### src/design/framed_command_responder_unit_macros.svh
`ifndef FRAMED_COMMAND_RESPONDER_UNIT_MACROS_SVH
`define FRAMED_COMMAND_RESPONDER_UNIT_MACROS_SVH

// Invariant checked at every edge outside reset.
`define FCR_ASSERT_ALWAYS(lbl, ck, rs, cond, msg) \
  lbl: assert property (@(posedge ck) disable iff (rs) (cond)) else $error(msg);

// Same-cycle implication.
`define FCR_ASSERT_IMPLY(lbl, ck, rs, ante, cons, msg) \
  lbl: assert property (@(posedge ck) disable iff (rs) (ante) |-> (cons)) else $error(msg);

`endif

### src/design/fcr_pkg.sv
package fcr_pkg;

  localparam int MAX_PAYLOAD = 16;
  localparam int LEN_W       = $clog2(MAX_PAYLOAD + 1);
  localparam logic [7:0] MAX_LEN_BYTE = 8'(MAX_PAYLOAD);

  localparam int QUEUE_DEPTH = 2;
  localparam int QPTR_W      = (QUEUE_DEPTH > 1) ? $clog2(QUEUE_DEPTH) : 1;
  localparam int QCNT_W      = $clog2(QUEUE_DEPTH + 1);

  // status answer payload is the longest one
  localparam int ANSWER_MAX = 10;
  localparam int IDX_W      = $clog2(ANSWER_MAX + 2);
  localparam int PL_IDX_W   = $clog2(ANSWER_MAX);

  localparam int ADDR_W = 5;
  localparam int DATA_W = 32;

  localparam logic [6:0]        POWER_MAX    = 7'd100;
  localparam logic [6:0]        LIMIT_RESET  = 7'd100;
  localparam logic [6:0]        POWER_RESET  = 7'd0;
  localparam logic signed [15:0] TARGET_RESET = 16'sd50;

  localparam logic [7:0] SYNC_RESET      = 8'd170;
  localparam logic [7:0] ACK_RESET       = 8'd6;
  localparam logic [7:0] NAK_RESET       = 8'd21;
  localparam logic [7:0] GET_RESET       = 8'd1;
  localparam logic [7:0] SET_TEMP_RESET  = 8'd2;
  localparam logic [7:0] SET_POWER_RESET = 8'd3;
  localparam logic [7:0] SET_LIMIT_RESET = 8'd4;

  localparam logic OP_BYTE  = 1'b0;
  localparam logic OP_ABORT = 1'b1;

  typedef enum logic [2:0] {
    REG_SYNC      = 3'd0,
    REG_ACK       = 3'd1,
    REG_NAK       = 3'd2,
    REG_GET       = 3'd3,
    REG_SET_TEMP  = 3'd4,
    REG_SET_POWER = 3'd5,
    REG_SET_LIMIT = 3'd6
  } reg_idx_t;

  typedef enum logic [1:0] {
    CMD_GET   = 2'd0,
    CMD_TEMP  = 2'd1,
    CMD_POWER = 2'd2,
    CMD_LIMIT = 2'd3
  } cmd_kind_t;

  typedef struct packed {
    logic [7:0] sync_code;
    logic [7:0] ack_code;
    logic [7:0] nak_code;
    logic [7:0] get_code;
    logic [7:0] set_temp_code;
    logic [7:0] set_power_code;
    logic [7:0] set_limit_code;
  } cfg_t;

  typedef struct packed {
    cmd_kind_t   kind;
    logic        has_one;
    logic        has_two;
    logic [7:0]  first;
    logic [7:0]  second;
    logic [15:0] temp;
    logic [15:0] volt;
    logic [15:0] fan;
  } cmd_desc_t;

endpackage

### src/design/fcr_req_if.sv
interface fcr_req_if;
  logic               valid;
  logic               ready;
  logic               opcode;
  logic [7:0]         rx_byte;
  logic signed [15:0] temperature_tenths;
  logic [15:0]        supply_voltage;
  logic [15:0]        fan_current;

  modport source (
    output valid, opcode, rx_byte, temperature_tenths, supply_voltage, fan_current,
    input  ready
  );
  modport sink (
    input  valid, opcode, rx_byte, temperature_tenths, supply_voltage, fan_current,
    output ready
  );
endinterface

### src/design/fcr_rsp_if.sv
interface fcr_rsp_if;
  logic               valid;
  logic               ready;
  logic [7:0]         tx_byte;
  logic               last_byte;
  logic signed [15:0] target_tenths;
  logic [6:0]         power_percent;
  logic [6:0]         limit_percent;

  modport source (
    output valid, tx_byte, last_byte, target_tenths, power_percent, limit_percent,
    input  ready
  );
  modport sink (
    input  valid, tx_byte, last_byte, target_tenths, power_percent, limit_percent,
    output ready
  );
endinterface

### src/design/fcr_front.sv
`include "framed_command_responder_unit_macros.svh"

module fcr_front (
  input  logic              clk,
  input  logic              rst,
  input  fcr_pkg::cfg_t     cfg,
  fcr_req_if.sink           req,
  input  logic              q_full,
  output logic              push,
  output fcr_pkg::cmd_desc_t push_data
);
  import fcr_pkg::*;

  typedef enum logic [4:0] {
    PH_HUNT  = 5'b00001,
    PH_CMD   = 5'b00010,
    PH_LEN   = 5'b00100,
    PH_DATA  = 5'b01000,
    PH_CHECK = 5'b10000
  } phase_t;

  phase_t           phase;
  logic [7:0]       command_code;
  logic [LEN_W-1:0] payload_length;
  logic [LEN_W-1:0] bytes_seen;
  logic [LEN_W-1:0] bytes_seen_next;
  logic [7:0]       running_xor;
  logic [7:0]       first_payload;
  logic [7:0]       second_payload;

  logic       accept;
  logic [7:0] b;
  logic       known;
  cmd_kind_t  kind;

  assign req.ready       = !q_full;
  assign accept          = req.valid && req.ready;
  assign b               = req.rx_byte;
  assign bytes_seen_next = LEN_W'(bytes_seen + 1'b1);

  // first match wins when codes collide
  always_comb begin
    known = 1'b1;
    kind  = CMD_GET;
    if (command_code == cfg.get_code) begin
      kind = CMD_GET;
    end else if (command_code == cfg.set_temp_code) begin
      kind = CMD_TEMP;
    end else if (command_code == cfg.set_power_code) begin
      kind = CMD_POWER;
    end else if (command_code == cfg.set_limit_code) begin
      kind = CMD_LIMIT;
    end else begin
      known = 1'b0;
    end
  end

  assign push = accept && (req.opcode == OP_BYTE) && (phase == PH_CHECK)
                && (b == running_xor) && known;

  always_comb begin
    push_data.kind    = kind;
    push_data.has_one = (payload_length != '0);
    push_data.has_two = (payload_length >= LEN_W'(2));
    push_data.first   = first_payload;
    push_data.second  = second_payload;
    push_data.temp    = req.temperature_tenths;
    push_data.volt    = req.supply_voltage;
    push_data.fan     = req.fan_current;
  end

  always_ff @(posedge clk) begin
    if (rst) begin
      phase <= PH_HUNT;
    end else if (accept) begin
      if (req.opcode == OP_ABORT) begin
        phase <= PH_HUNT;
      end else begin
        unique case (phase)
          PH_HUNT: begin
            if (b == cfg.sync_code) begin
              running_xor <= b;
              phase       <= PH_CMD;
            end
          end
          PH_CMD: begin
            command_code <= b;
            running_xor  <= running_xor ^ b;
            phase        <= PH_LEN;
          end
          PH_LEN: begin
            if (b > MAX_LEN_BYTE) begin
              phase <= PH_HUNT;
            end else begin
              payload_length <= b[LEN_W-1:0];
              running_xor    <= running_xor ^ b;
              bytes_seen     <= '0;
              phase          <= (b == 8'd0) ? PH_CHECK : PH_DATA;
            end
          end
          PH_DATA: begin
            if (bytes_seen == LEN_W'(0)) begin
              first_payload <= b;
            end else if (bytes_seen == LEN_W'(1)) begin
              second_payload <= b;
            end
            running_xor <= running_xor ^ b;
            bytes_seen  <= bytes_seen_next;
            if (bytes_seen_next >= payload_length) begin
              phase <= PH_CHECK;
            end
          end
          PH_CHECK: begin
            phase <= PH_HUNT;
          end
          default: begin
            phase <= PH_HUNT;
          end
        endcase
      end
    end
  end

  `FCR_ASSERT_IMPLY(a_data_count, clk, rst, phase == PH_DATA, bytes_seen < payload_length, "payload count past length")

endmodule

### src/design/fcr_queue.sv
`include "framed_command_responder_unit_macros.svh"

module fcr_queue (
  input  logic               clk,
  input  logic               rst,
  input  logic               push,
  input  fcr_pkg::cmd_desc_t push_data,
  input  logic               pop,
  output fcr_pkg::cmd_desc_t pop_data,
  output logic               full,
  output logic               empty
);
  import fcr_pkg::*;

  cmd_desc_t         entries [QUEUE_DEPTH];
  logic [QPTR_W-1:0] wr_ptr;
  logic [QPTR_W-1:0] rd_ptr;
  logic [QCNT_W-1:0] count;

  assign full     = (count == QCNT_W'(QUEUE_DEPTH));
  assign empty    = (count == '0);
  assign pop_data = entries[rd_ptr];

  function automatic logic [QPTR_W-1:0] ptr_inc(input logic [QPTR_W-1:0] p);
    return (p == QPTR_W'(QUEUE_DEPTH - 1)) ? '0 : QPTR_W'(p + 1'b1);
  endfunction

  always_ff @(posedge clk) begin
    if (push) begin
      entries[wr_ptr] <= push_data;
    end
  end

  always_ff @(posedge clk) begin
    if (rst) begin
      wr_ptr <= '0;
      rd_ptr <= '0;
      count  <= '0;
    end else begin
      if (push) begin
        wr_ptr <= ptr_inc(wr_ptr);
      end
      if (pop) begin
        rd_ptr <= ptr_inc(rd_ptr);
      end
      if (push && !pop) begin
        count <= QCNT_W'(count + 1'b1);
      end else if (pop && !push) begin
        count <= QCNT_W'(count - 1'b1);
      end
    end
  end

  `FCR_ASSERT_IMPLY(a_no_overflow, clk, rst, push, !full, "push into full queue")
  `FCR_ASSERT_IMPLY(a_no_underflow, clk, rst, pop, !empty, "pop from empty queue")

endmodule

### src/design/fcr_back.sv
`include "framed_command_responder_unit_macros.svh"

module fcr_back (
  input  logic               clk,
  input  logic               rst,
  input  fcr_pkg::cfg_t      cfg,
  input  logic               q_empty,
  input  fcr_pkg::cmd_desc_t q_data,
  output logic               pop,
  fcr_rsp_if.source          rsp
);
  import fcr_pkg::*;

  // stored settings
  logic signed [15:0] target_temp;
  logic [6:0]         power_level;
  logic [6:0]         power_limit;

  // answer being sent
  logic               busy;
  logic [IDX_W-1:0]   idx;
  logic [IDX_W-1:0]   ans_len;
  logic [7:0]         pl [ANSWER_MAX];
  logic [7:0]         chk;

  // output register
  logic               out_valid;
  logic [7:0]         out_byte;
  logic               out_last;
  logic signed [15:0] out_target;
  logic [6:0]         out_power;
  logic [6:0]         out_limit;

  logic             load;
  logic             is_last;
  logic [IDX_W-1:0] idx_m1;
  logic [7:0]       byte_now;
  logic             ok;
  logic [6:0]       val7;

  assign pop     = !busy && !q_empty;
  assign load    = busy && (!out_valid || rsp.ready);
  assign idx_m1  = IDX_W'(idx - 1'b1);
  assign is_last = (idx == IDX_W'(ans_len + 1'b1));
  assign val7    = q_data.first[6:0];

  always_comb begin
    if (idx == '0) begin
      byte_now = 8'(ans_len);
    end else if (is_last) begin
      byte_now = chk;
    end else begin
      byte_now = pl[idx_m1[PL_IDX_W-1:0]];
    end
  end

  always_comb begin
    case (q_data.kind)
      CMD_TEMP:  ok = q_data.has_two;
      CMD_POWER: ok = q_data.has_one && (q_data.first <= 8'(POWER_MAX));
      CMD_LIMIT: ok = q_data.has_one && (q_data.first <= 8'(POWER_MAX));
      default:   ok = 1'b0;
    endcase
  end

  assign rsp.valid         = out_valid;
  assign rsp.tx_byte       = out_byte;
  assign rsp.last_byte     = out_last;
  assign rsp.target_tenths = out_target;
  assign rsp.power_percent = out_power;
  assign rsp.limit_percent = out_limit;

  // answer payload; set commands use only the first slot
  always_ff @(posedge clk) begin
    if (pop) begin
      if (q_data.kind == CMD_GET) begin
        pl[0] <= q_data.temp[7:0];
        pl[1] <= q_data.temp[15:8];
        pl[2] <= target_temp[7:0];
        pl[3] <= target_temp[15:8];
        pl[4] <= q_data.volt[7:0];
        pl[5] <= q_data.volt[15:8];
        pl[6] <= q_data.fan[7:0];
        pl[7] <= q_data.fan[15:8];
        pl[8] <= {1'b0, power_level};
        pl[9] <= {1'b0, power_limit};
        ans_len <= IDX_W'(ANSWER_MAX);
      end else begin
        pl[0]   <= ok ? cfg.ack_code : cfg.nak_code;
        ans_len <= IDX_W'(1);
      end
    end
    if (load) begin
      out_byte   <= byte_now;
      out_last   <= is_last;
      out_target <= target_temp;
      out_power  <= power_level;
      out_limit  <= power_limit;
      chk        <= (idx == '0) ? byte_now : (chk ^ byte_now);
    end
  end

  always_ff @(posedge clk) begin
    if (rst) begin
      busy        <= 1'b0;
      idx         <= '0;
      out_valid   <= 1'b0;
      target_temp <= TARGET_RESET;
      power_level <= POWER_RESET;
      power_limit <= LIMIT_RESET;
    end else begin
      if (pop) begin
        busy <= 1'b1;
        idx  <= '0;
        case (q_data.kind)
          CMD_TEMP: begin
            if (ok) begin
              target_temp <= {q_data.second, q_data.first};
            end
          end
          CMD_POWER: begin
            if (ok && (val7 <= power_limit)) begin
              power_level <= val7;
            end
          end
          CMD_LIMIT: begin
            if (ok) begin
              power_limit <= val7;
              if (power_level > val7) begin
                power_level <= val7;
              end
            end
          end
          default: begin
          end
        endcase
      end
      if (load) begin
        out_valid <= 1'b1;
        idx       <= IDX_W'(idx + 1'b1);
        if (is_last) begin
          busy <= 1'b0;
        end
      end else if (rsp.ready) begin
        out_valid <= 1'b0;
      end
    end
  end

  `FCR_ASSERT_ALWAYS(a_power_in_limit, clk, rst, power_level <= power_limit, "power above limit")
  `FCR_ASSERT_ALWAYS(a_limit_range, clk, rst, power_limit <= POWER_MAX, "limit above 100")
  `FCR_ASSERT_IMPLY(a_idx_range, clk, rst, busy, idx <= IDX_W'(ans_len + 1'b1), "answer index overrun")

endmodule

### src/design/framed_command_responder_unit.sv
// Framed command responder.
// req channel: one word per received line byte (opcode 0) or a receive abort
//   (opcode 1), with the live temperature, voltage and fan readings alongside.
//   Frames are SYNC, CMD, LEN, PAYLOAD, CHECK (XOR of all previous bytes).
// rsp channel: answer words, LEN, PAYLOAD, CHECK; last_byte marks CHECK and each
//   word carries the stored target, power and limit after the command ran.
// The front parser takes one req word per cycle while the two-entry command
//   queue has room; a good frame pushes a command on its check byte.
// The back end pops a command, then sends one answer word per cycle, while
//   rsp.ready holds, through an output register: 3 words for an ACK/NAK
//   answer and 12 for the status answer. When the back end is idle, a
//   command pushed on its check byte is popped from the queue and its first
//   answer word is then loaded into the output register.
// A stalled rsp holds the back end; the front keeps taking bytes until the
//   queue fills, then drops req.ready.
// Reset (rst, synchronous) returns the parser to sync hunt, empties the queue,
//   sets target 50, power 0, limit 100 and all codes to their defaults.
// APB registers at 4*i: sync, ack, nak, get, set target, set power, set limit.
module framed_command_responder_unit (
  input  logic                      clk,
  input  logic                      rst,
  input  logic                      psel,
  input  logic                      penable,
  input  logic                      pwrite,
  input  logic [fcr_pkg::ADDR_W-1:0] paddr,
  input  logic [fcr_pkg::DATA_W-1:0] pwdata,
  output logic [fcr_pkg::DATA_W-1:0] prdata,
  output logic                      pready,
  fcr_req_if.sink                   req,
  fcr_rsp_if.source                 rsp
);
  import fcr_pkg::*;

  cfg_t      cfg;
  reg_idx_t  reg_idx;
  logic      wr_en;
  logic [7:0] rd_val;

  logic      q_push;
  logic      q_pop;
  logic      q_full;
  logic      q_empty;
  cmd_desc_t q_in;
  cmd_desc_t q_out;

  assign pready  = 1'b1;
  assign reg_idx = reg_idx_t'(paddr[4:2]);
  assign wr_en   = psel && penable && pwrite;

  // config write; unmapped addresses are ignored
  always_ff @(posedge clk) begin
    if (rst) begin
      cfg.sync_code      <= SYNC_RESET;
      cfg.ack_code       <= ACK_RESET;
      cfg.nak_code       <= NAK_RESET;
      cfg.get_code       <= GET_RESET;
      cfg.set_temp_code  <= SET_TEMP_RESET;
      cfg.set_power_code <= SET_POWER_RESET;
      cfg.set_limit_code <= SET_LIMIT_RESET;
    end else if (wr_en) begin
      unique case (reg_idx)
        REG_SYNC:      cfg.sync_code      <= pwdata[7:0];
        REG_ACK:       cfg.ack_code       <= pwdata[7:0];
        REG_NAK:       cfg.nak_code       <= pwdata[7:0];
        REG_GET:       cfg.get_code       <= pwdata[7:0];
        REG_SET_TEMP:  cfg.set_temp_code  <= pwdata[7:0];
        REG_SET_POWER: cfg.set_power_code <= pwdata[7:0];
        REG_SET_LIMIT: cfg.set_limit_code <= pwdata[7:0];
        default: begin
        end
      endcase
    end
  end

  always_comb begin
    unique case (reg_idx)
      REG_SYNC:      rd_val = cfg.sync_code;
      REG_ACK:       rd_val = cfg.ack_code;
      REG_NAK:       rd_val = cfg.nak_code;
      REG_GET:       rd_val = cfg.get_code;
      REG_SET_TEMP:  rd_val = cfg.set_temp_code;
      REG_SET_POWER: rd_val = cfg.set_power_code;
      REG_SET_LIMIT: rd_val = cfg.set_limit_code;
      default:       rd_val = 8'd0;
    endcase
  end

  assign prdata = DATA_W'(rd_val);

  // parser and classifier
  fcr_front u_front (
    .clk       (clk),
    .rst       (rst),
    .cfg       (cfg),
    .req       (req),
    .q_full    (q_full),
    .push      (q_push),
    .push_data (q_in)
  );

  // decouples parsing from answer streaming
  fcr_queue u_queue (
    .clk       (clk),
    .rst       (rst),
    .push      (q_push),
    .push_data (q_in),
    .pop       (q_pop),
    .pop_data  (q_out),
    .full      (q_full),
    .empty     (q_empty)
  );

  // command execution and answer sender
  fcr_back u_back (
    .clk     (clk),
    .rst     (rst),
    .cfg     (cfg),
    .q_empty (q_empty),
    .q_data  (q_out),
    .pop     (q_pop),
    .rsp     (rsp)
  );

endmodule
### src/flat_wrapper.sv
// flat-port wrapper written by rule: the top's interface ports become plain ports
module framed_command_responder_unit_flat import fcr_pkg::*;
  (clk, rst, psel, penable, pwrite, paddr, pwdata, prdata, pready, req_valid, req_opcode, req_rx_byte, req_temperature_tenths, req_supply_voltage, req_fan_current, req_ready, rsp_valid, rsp_tx_byte, rsp_last_byte, rsp_target_tenths, rsp_power_percent, rsp_limit_percent, rsp_ready);
  fcr_req_if req_i ();
  fcr_rsp_if rsp_i ();
  input  logic clk;
  input  logic rst;
  input  logic psel;
  input  logic penable;
  input  logic pwrite;
  input  logic [fcr_pkg::ADDR_W-1:0] paddr;
  input  logic [fcr_pkg::DATA_W-1:0] pwdata;
  output logic [fcr_pkg::DATA_W-1:0] prdata;
  output logic pready;
  input wire logic [$bits(req_i.valid)-1:0] req_valid;
  input wire logic [$bits(req_i.opcode)-1:0] req_opcode;
  input wire logic [$bits(req_i.rx_byte)-1:0] req_rx_byte;
  input wire logic [$bits(req_i.temperature_tenths)-1:0] req_temperature_tenths;
  input wire logic [$bits(req_i.supply_voltage)-1:0] req_supply_voltage;
  input wire logic [$bits(req_i.fan_current)-1:0] req_fan_current;
  output wire logic [$bits(req_i.ready)-1:0] req_ready;
  output wire logic [$bits(rsp_i.valid)-1:0] rsp_valid;
  output wire logic [$bits(rsp_i.tx_byte)-1:0] rsp_tx_byte;
  output wire logic [$bits(rsp_i.last_byte)-1:0] rsp_last_byte;
  output wire logic [$bits(rsp_i.target_tenths)-1:0] rsp_target_tenths;
  output wire logic [$bits(rsp_i.power_percent)-1:0] rsp_power_percent;
  output wire logic [$bits(rsp_i.limit_percent)-1:0] rsp_limit_percent;
  input wire logic [$bits(rsp_i.ready)-1:0] rsp_ready;
  assign req_i.valid = req_valid;
  assign req_i.opcode = req_opcode;
  assign req_i.rx_byte = req_rx_byte;
  assign req_i.temperature_tenths = req_temperature_tenths;
  assign req_i.supply_voltage = req_supply_voltage;
  assign req_i.fan_current = req_fan_current;
  assign req_ready = req_i.ready;
  assign rsp_valid = rsp_i.valid;
  assign rsp_tx_byte = rsp_i.tx_byte;
  assign rsp_last_byte = rsp_i.last_byte;
  assign rsp_target_tenths = rsp_i.target_tenths;
  assign rsp_power_percent = rsp_i.power_percent;
  assign rsp_limit_percent = rsp_i.limit_percent;
  assign rsp_i.ready = rsp_ready;
  framed_command_responder_unit u_core (.clk(clk), .rst(rst), .psel(psel), .penable(penable), .pwrite(pwrite), .paddr(paddr), .pwdata(pwdata), .prdata(prdata), .pready(pready), .req(req_i), .rsp(rsp_i));
endmodule
### config.mk
export PLATFORM = sky130hd
export DESIGN_NAME = framed_command_responder_unit_flat
export DESIGN_NICKNAME = d
export VERILOG_FILES = /design/src/design/fcr_pkg.sv /design/src/design/fcr_req_if.sv /design/src/design/fcr_rsp_if.sv /design/src/design/fcr_front.sv /design/src/design/fcr_queue.sv /design/src/design/fcr_back.sv /design/src/design/framed_command_responder_unit.sv /design/src/flat_wrapper.sv
export VERILOG_INCLUDE_DIRS = /design/src /design/src/design
export SDC_FILE = /design/constraint.sdc
export NUM_CORES = 1
export LEC_CHECK = 0
export ABC_AREA = 1
export BUFFER_PORTS_ARGS = -buffer_cell sky130_fd_sc_hd__buf_2
export CELL_PAD_IN_SITES_DETAIL_PLACEMENT = 1
export CELL_PAD_IN_SITES_GLOBAL_PLACEMENT = 2
export CORE_ASPECT_RATIO = 0.8
export CORE_MARGIN = 2
export CORE_UTILIZATION = 41
export DETAILED_ROUTE_END_ITERATION = 8
export PLACE_DENSITY = 0.83
export SLEW_MARGIN = 30
export SYNTH_ARGS = -nofsm -noshare
export SYNTH_HDL_FRONTEND = slang
export SYNTH_SLANG_ARGS = --single-unit
### constraint.sdc
create_clock -name clk -period 10.2 [get_ports clk]
set_clock_uncertainty 0.05 [all_clocks]
set_input_delay 1.53 -clock clk [delete_from_list [all_inputs] [get_ports clk]]
set_output_delay 1.53 -clock clk [all_outputs]
set_load 0.02 [all_outputs]
==> run summary, run 1 <==
• **leakage power figure** 8.31 nW
• **clock net sink count** 408
• **Vias per Instance** 5.17
• **Hold Path Depth** 0
• **Routed wire per std cell** 20.0 um
• **status** finished, final reports clean
• **pin count of the biggest net entering global routing** 90
• **Setup crit end kind** output port
• **switching power of the nets** 1.56 mW
• **count of synthesis-stage warnings from yosys** 0
• **fraction of final layout cells sized beyond drive strength 1** 0.122
• **number of enable flip-flop cells after synthesis** 306
• **max-slew violation count** 0
• **clock slew at reported path FFs** 0.06 ns
• **weighted congestion at the end of routability-driven global placement** 0.875
• **f_max** 213 MHz
• **DR vias** 12900
• **antenna-violating nets left** 0
• **Synth Cell Area** 17700 um^2
• **share of the clock period used by the worst path** 0.461
• **portion of the post-synthesis area used by sequential elements** 0.636
• **worst max-slew margin expressed relative to the limit** 0.382
• **initial core utilization** 0.419
• **floorplan core area** 42200 um^2
• **total chip power** 4.69 mW
• **die area** 44800 um^2
• **unrepaired setup endpoints after global routing** no
• **Post-Synthesis Mean Instance Area** 9.95 um^2
• **number of top-level pins** 175
• **final number of setup-violating endpoints** 0
• **switching share of power** 0.333
• **type of the worst min-delay path** reg -> reg
• **VDD IR max** 119 uV
• **TritonCTS Buffers** 42
• **total global-route track usage** 0.222
• **total number of placement rows** 67
• **setup bufs post-CTS** 0
• **Required @ worst endpoint** 8.62 ns
• **sequential group share of total power** 0.434
• **HPWL after DPL** 34.1 mm
• **Hold EP** u_core.u_queue.entries[1][49]
• **register area** 11200 um^2
• **cells resized by post-CTS repair** 0
• **Max clock buf depth** 3
• **DRT Wirelength** 49.7 mm
• **Worst Setup Start Kind** primary input
• **Port-buffer cells** 123
• **share of total power in combinational logic** 0.238
• **Worst-Margin Slew** 0.920 ns
• **max incr delay on CP** 0.39 ns
• **area occupied by multi-input gates** 5530 um^2
• **commonest register cell after synthesis** edfxtp_1
• **largest fanout of any net on the critical path** 7
• **share of synthesized registers carrying an async set or reset** 0
• **hold_sp** u_core.u_front.second_payload[1]
• **Crit Reg-Reg Endpoint** u_core.u_back.pl[8][0]
• **most used cells in the layout excluding fill and tap cells** nand2_1 (510), edfxtp_1 (306), nor2_1 (215)
• **clock tree root driver cell** clkbuf_16
• **net count of the finished layout** 2029
• **fill cell total of the finished layout** 4718
• **R2R cell count** 8
• **Detailed Routing Iterations Pass 1** 5
• **flip-flop and latch count after synthesis** 408
• **internal cell power** 3.13 mW
• **antenna violations before repair** 0
• **total grt overflow** 0
• **cells traversed along the worst timing path** buf_2 -> inv_1 -> nor3_1 -> inv_1 -> o22ai_1 -> a21oi_1 -> nand2_1 -> buf_2
• **final total negative setup slack** 0 ns
• **most frequent standard cell in the layout excluding fill and tap cells** nand2_1
• **drt initial violations** 946
• **Post-route DRC** 0
• **area added between synthesis and finish** 14.2%
• **clock tree from TritonCTS** yes
• **Clock power frac** 0.328
• **n_diodes** 0
• **depth of the CTS H-tree** 2
• **number of global-route vias before repair** 12800
• **global-route wire length before repair** 75.9 mm
• **total of hold buffers inserted after clock tree synthesis** 0
• **shortest period the worst path allows** 4.70 ns
• **synthesized netlist cell count** 1775
• **insertion delay to the later sink of the worst-skew pair** 0.57 ns
• **Crit Path Class** in -> out
• **critical path arrival** 3.12 ns
• **number of maximum-capacitance constraint violations** 0
• **number of failing hold endpoints at the final stage** 0
• **cell with the largest stage delay on the worst path** nor3_1
• **Die Height** 190 um
• **Power Density** 233 nW/um^2
• **Horiz. Die Dim** 236 um
• **flop-to-flop setup slack** 6.62 ns
• **number of different library cells in the post-synthesis netlist** 51
==> cell families after synthesis <==
group / after synthesis / synth area share
adder cells (fa/ha/maj): 26 / 0.0184
multiplexers: 2 / 0.00127
AND/OR/NAND/NOR: 873 / 0.204
buffers and inverters: 234 / 0.0574
XOR/XNOR: 49 / 0.0243
AO/OA/AOI/OAI: 181 / 0.0581
other: 2 / 0.000425
flip-flops: 408 / 0.636
==> area by class of cell <==
| cell class | instances | share of cell area |
|---|---|---|
| clock inverters | 19 | 0.00906 |
| repair buffers | 137 | 0.0371 |
| flip-flops and latches | 408 | 0.557 |
| well taps | 552 | 0.0343 |
| multi-input cells | 1156 | 0.274 |
| inverters | 157 | 0.0292 |
| clock buffers | 59 | 0.0593 |
==> cell usage after synthesis (all sizes together) (5+ instances only) <==
cell type | n | area [um^2]
nand2 | 516 | 1960
edfxtp | 306 | 9190
nor2 | 222 | 865
inv | 154 | 578
dfxtp | 102 | 2040
o21ai | 92 | 468
nand3 | 83 | 438
a21oi | 52 | 275
buf | 43 | 297
xor2 | 37 | 324
clkbuf | 34 | 128
nand4 | 31 | 194
ha | 26 | 325
o211ai | 16 | 125
xnor2 | 12 | 105
nor3 | 10 | 77.6
o22ai | 6 | 37.5
or2 | 5 | 31.3
==> state kept, by name, indices dropped and copies added (netlist names), 16 cells and up, named ones only <==
| name | count |
|---|---|
| u_core.u_queue.entries | 136 |
| u_core.u_back.rsp.target_tenths | 16 |
| u_core.u_back.pl | 79 |
| u_core.u_back.target_temp | 16 |
| u_core.cfg | 56 |
==> worst max-delay path, delay by kind of cell <==
family	cells	cell delay (ns)
buf+inv	4	0.70
compound gates	2	0.41
simple gates	2	0.48
==> power by group through the flow <==
stage	Combinational, mW	Clock [mW]	Sequential (mW)
floorplan	0.698	0	2.10
global placement	1.08	0	2.06
detailed placement	1.11	0	2.07
CTS	1.12	1.57	2.04
global route	1.25	1.64	2.05
finish	1.11	1.54	2.04
==> worst max path at each step <==
stage | to | from | cells after the start
final | prdata[4] | paddr[3] | 8
after global routing | prdata[4] | paddr[3] | 8
after CTS | prdata[4] | paddr[3] | 8
after detailed placement | prdata[4] | paddr[3] | 8
after global placement | prdata[4] | paddr[3] | 8
after floorplan | u_core.u_queue.entries[0][0] | req_valid | 7
==> layer usage <==
layer / track usage / wire length [um] / vias to the layer above
met5: 0 / 0 / -
met2: 0.336 / 21700 / 308
met3: 0.0382 / 2890 / 60
met1: 0.332 / 24200 / 6398
li1: - / - / 6100
met4: 0.0546 / 880 / 0
==> stage by stage <==
stage                     setup slack (ns)  std cells  hold slack [ns]   util  cell area, um^2
after floorplan                       4.40       1798            0.371      -            17700
final                                 5.50       2488            0.398  0.478            20200
after detailed placement              5.51       2409            0.385  0.445            18800
after CTS                             5.51       2487            0.400  0.477            20100
after global routing                  5.41       2488            0.414  0.478            20200
after global placement                5.58       2409            0.374  0.445            18700
(Power assumes the default switching activity.)
==> inputs of run 2 (changes only) <==
CORE_UTILIZATION = 38   (was 41)
PLACE_DENSITY = 0.78   (was 0.83)
clock period = 4.8 ns   (was 10.2 ns; I/O delays follow)
==> run summary, run 2 (synthesis gave the netlist of run 1 again) <==
• **status** finished, final reports clean
• **f_max** 314 MHz
• **Routed wire per std cell** 19.1 um
• **number of failing hold endpoints at the final stage** 0
• **TritonCTS Buffers** 45
• **Horiz. Die Dim** 245 um
• **clock tree root driver cell** clkbuf_16
• **most used cells in the layout excluding fill and tap cells** nand2_1 (510), edfxtp_1 (306), nor2_1 (215)
• **total number of placement rows** 70
• **HPWL after DPL** 33.8 mm
• **cell occurring most often along the worst timing path** nand2_1
• **weighted congestion at the end of routability-driven global placement** 0.802
• **Clock power frac** 0.335
• **max-slew violation count** 0
• **depth of the CTS H-tree** 2
• **critical path arrival** 3.58 ns
• **Hold Path Depth** 1
• **VDD IR max** 238 uV
• **flip-flop count of the largest register, all copies and words added** 136
• **pin count of the biggest net entering global routing** 69
• **Crit Path Class** reg -> reg
• **clock net sink count** 408
• **worst slack on hold paths** 0.291 ns
• **Worst Setup Start Kind** flop
• **share of total power in combinational logic** 0.228
• **shortest period the worst path allows** 3.18 ns
• **clock tree from TritonCTS** yes
• **Required @ worst endpoint** 5.20 ns
• **die area** 48200 um^2
• **max incr delay on CP** 0.66 ns
• **cell with the largest stage delay on the worst path** dfxtp_2
• **net count of the finished layout** 2034
• **total chip power** 9.98 mW
• **antenna-violating nets left** 0
• **final total negative setup slack** 0 ns
• **Detailed Routing Iterations Pass 1** 6
• **leakage power figure** 8.32 nW
• **cells resized by post-CTS repair** 0
• **switching share of power** 0.325
• **DR vias** 12600
• **worst max-slew margin expressed relative to the limit** 0.446
• **Post-route DRC** 0
• **setup bufs post-CTS** 0
• **clock slew at reported path FFs** 0.06 ns
• **Hold EP** u_core.u_queue.entries[1][18]
• **register ranked first by flip-flop count** u_core.u_queue.entries
• **R2R cell count** 15
• **cells traversed along the worst timing path** inv_2 -> or2_1 -> o21ai_2 -> inv_1 -> ha_1 -> nand2_1 -> inv_1 -> a21oi_1 -> nand2_1 -> nand2_1 -> inv_1 -> nor2_1 -> nand3_1 -> nand2_1 -> nor2_1
• **Vias per Instance** 4.92
• **switching power of the nets** 3.24 mW
• **number of global-route vias before repair** 12800
• **Power Density** 492 nW/um^2
• **unrepaired setup endpoints after global routing** no
• **largest fanout of any net on the critical path** 24
• **filler-free cell count of the finished design** 2555
• **Setup crit end kind** flop
• **Final Util** 0.443
• **fraction of final layout cells sized beyond drive strength 1** 0.122
• **Die Height** 197 um
• **drt initial violations** 819
• **total grt overflow** 0
• **Port-buffer cells** 123
• **sequential group share of total power** 0.437
• **total global-route track usage** 0.204
• **area added between synthesis and finish** 14.8%
• **Max clock buf depth** 3
• **biggest regs** u_core.u_queue.entries: 136 flops, u_core.u_back.pl: 79 flops, u_core.cfg: 56 flops
• **hold_sp** req_supply_voltage[2]
• **most frequent standard cell in the layout excluding fill and tap cells** nand2_1
• **flop-to-flop setup slack** 1.62 ns
• **share of the clock period used by the worst path** 0.663
• **number of top-level pins** 175
• **total instance count after detailed placement** 2472
• **number of maximum-capacitance constraint violations** 0
• **internal cell power** 6.74 mW
• **Worst-Margin Slew** 0.830 ns
• **total of hold buffers inserted after clock tree synthesis** 0
• **global-route wire length before repair** 75.3 mm
• **type of the worst min-delay path** in -> reg
• **initial core utilization** 0.386
• **final number of setup-violating endpoints** 0
• **antenna violations before repair** 1
• **floorplan core area** 45800 um^2
• **DRT Wirelength** 48.7 mm
• **insertion delay to the later sink of the worst-skew pair** 0.57 ns
• **Crit Reg-Reg Endpoint** u_core.u_back.power_level[3]
-- run 2: area by class of cell --
type / count / area [um^2]
inverters: 157 / 592
flip-flops and latches: 408 / 11200
multi-input cells: 1156 / 5530
fillers: 5176 / 25500
clock inverters: 10 / 106
clock buffers: 71 / 1300
repair buffers: 139 / 761
well taps: 612 / 766
diodes: 2 / 5.00
-- run 2: worst max path at each step --
stage / end / cells after the start / startpoint
after floorplan: u_core.u_back.pl[1][0] / 6 / flop
after global placement: u_core.u_queue.entries[1][16] / 9 / req_valid
after detailed placement: u_core.u_queue.entries[1][16] / 9 / req_valid
after CTS: u_core.u_back.power_level[1] / 15 / flop
after global routing: u_core.u_back.power_level[3] / 14 / flop
final: u_core.u_back.power_level[3] / 15 / flop
-- run 2: critical path, delay by kind of cell, from the launching register on --
kind	cells	cell delay [ns]
and+or+nand+nor	8	1.26
adders and majority gates	1	0.32
buffers and inverters	4	0.50
AOI/OAI and AO/OA	2	0.26
DFF	1	0.66
-- run 2: layer usage --
metal | wire length, um | up-vias | GRT usage
li1 | - | 6124 | -
met1 | 23500 | 6173 | 0.294
met2 | 22400 | 219 | 0.323
met3 | 2100 | 48 | 0.0359
met4 | 738 | 0 | 0.0445
met5 | 0 | - | 0
-- run 2: power by group through the flow --
stage | Combinational (mW) | Clock (mW) | Sequential (mW)
after CTS | 2.31 | 3.42 | 4.36
final | 2.28 | 3.34 | 4.36
after detailed placement | 2.30 | 0 | 4.43
after floorplan | 1.48 | 0 | 4.47
after global routing | 2.57 | 3.56 | 4.38
after global placement | 2.22 | 0 | 4.43
-- run 2: through the flow --
step / instance area (um^2) / setup WS (ns)
global placement: 18900 / 1.49
CTS: 20300 / 1.60
detailed placement: 18900 / 1.51
floorplan: 17800 / 0.267
finish: 20300 / 1.62
global route: 20300 / 1.25
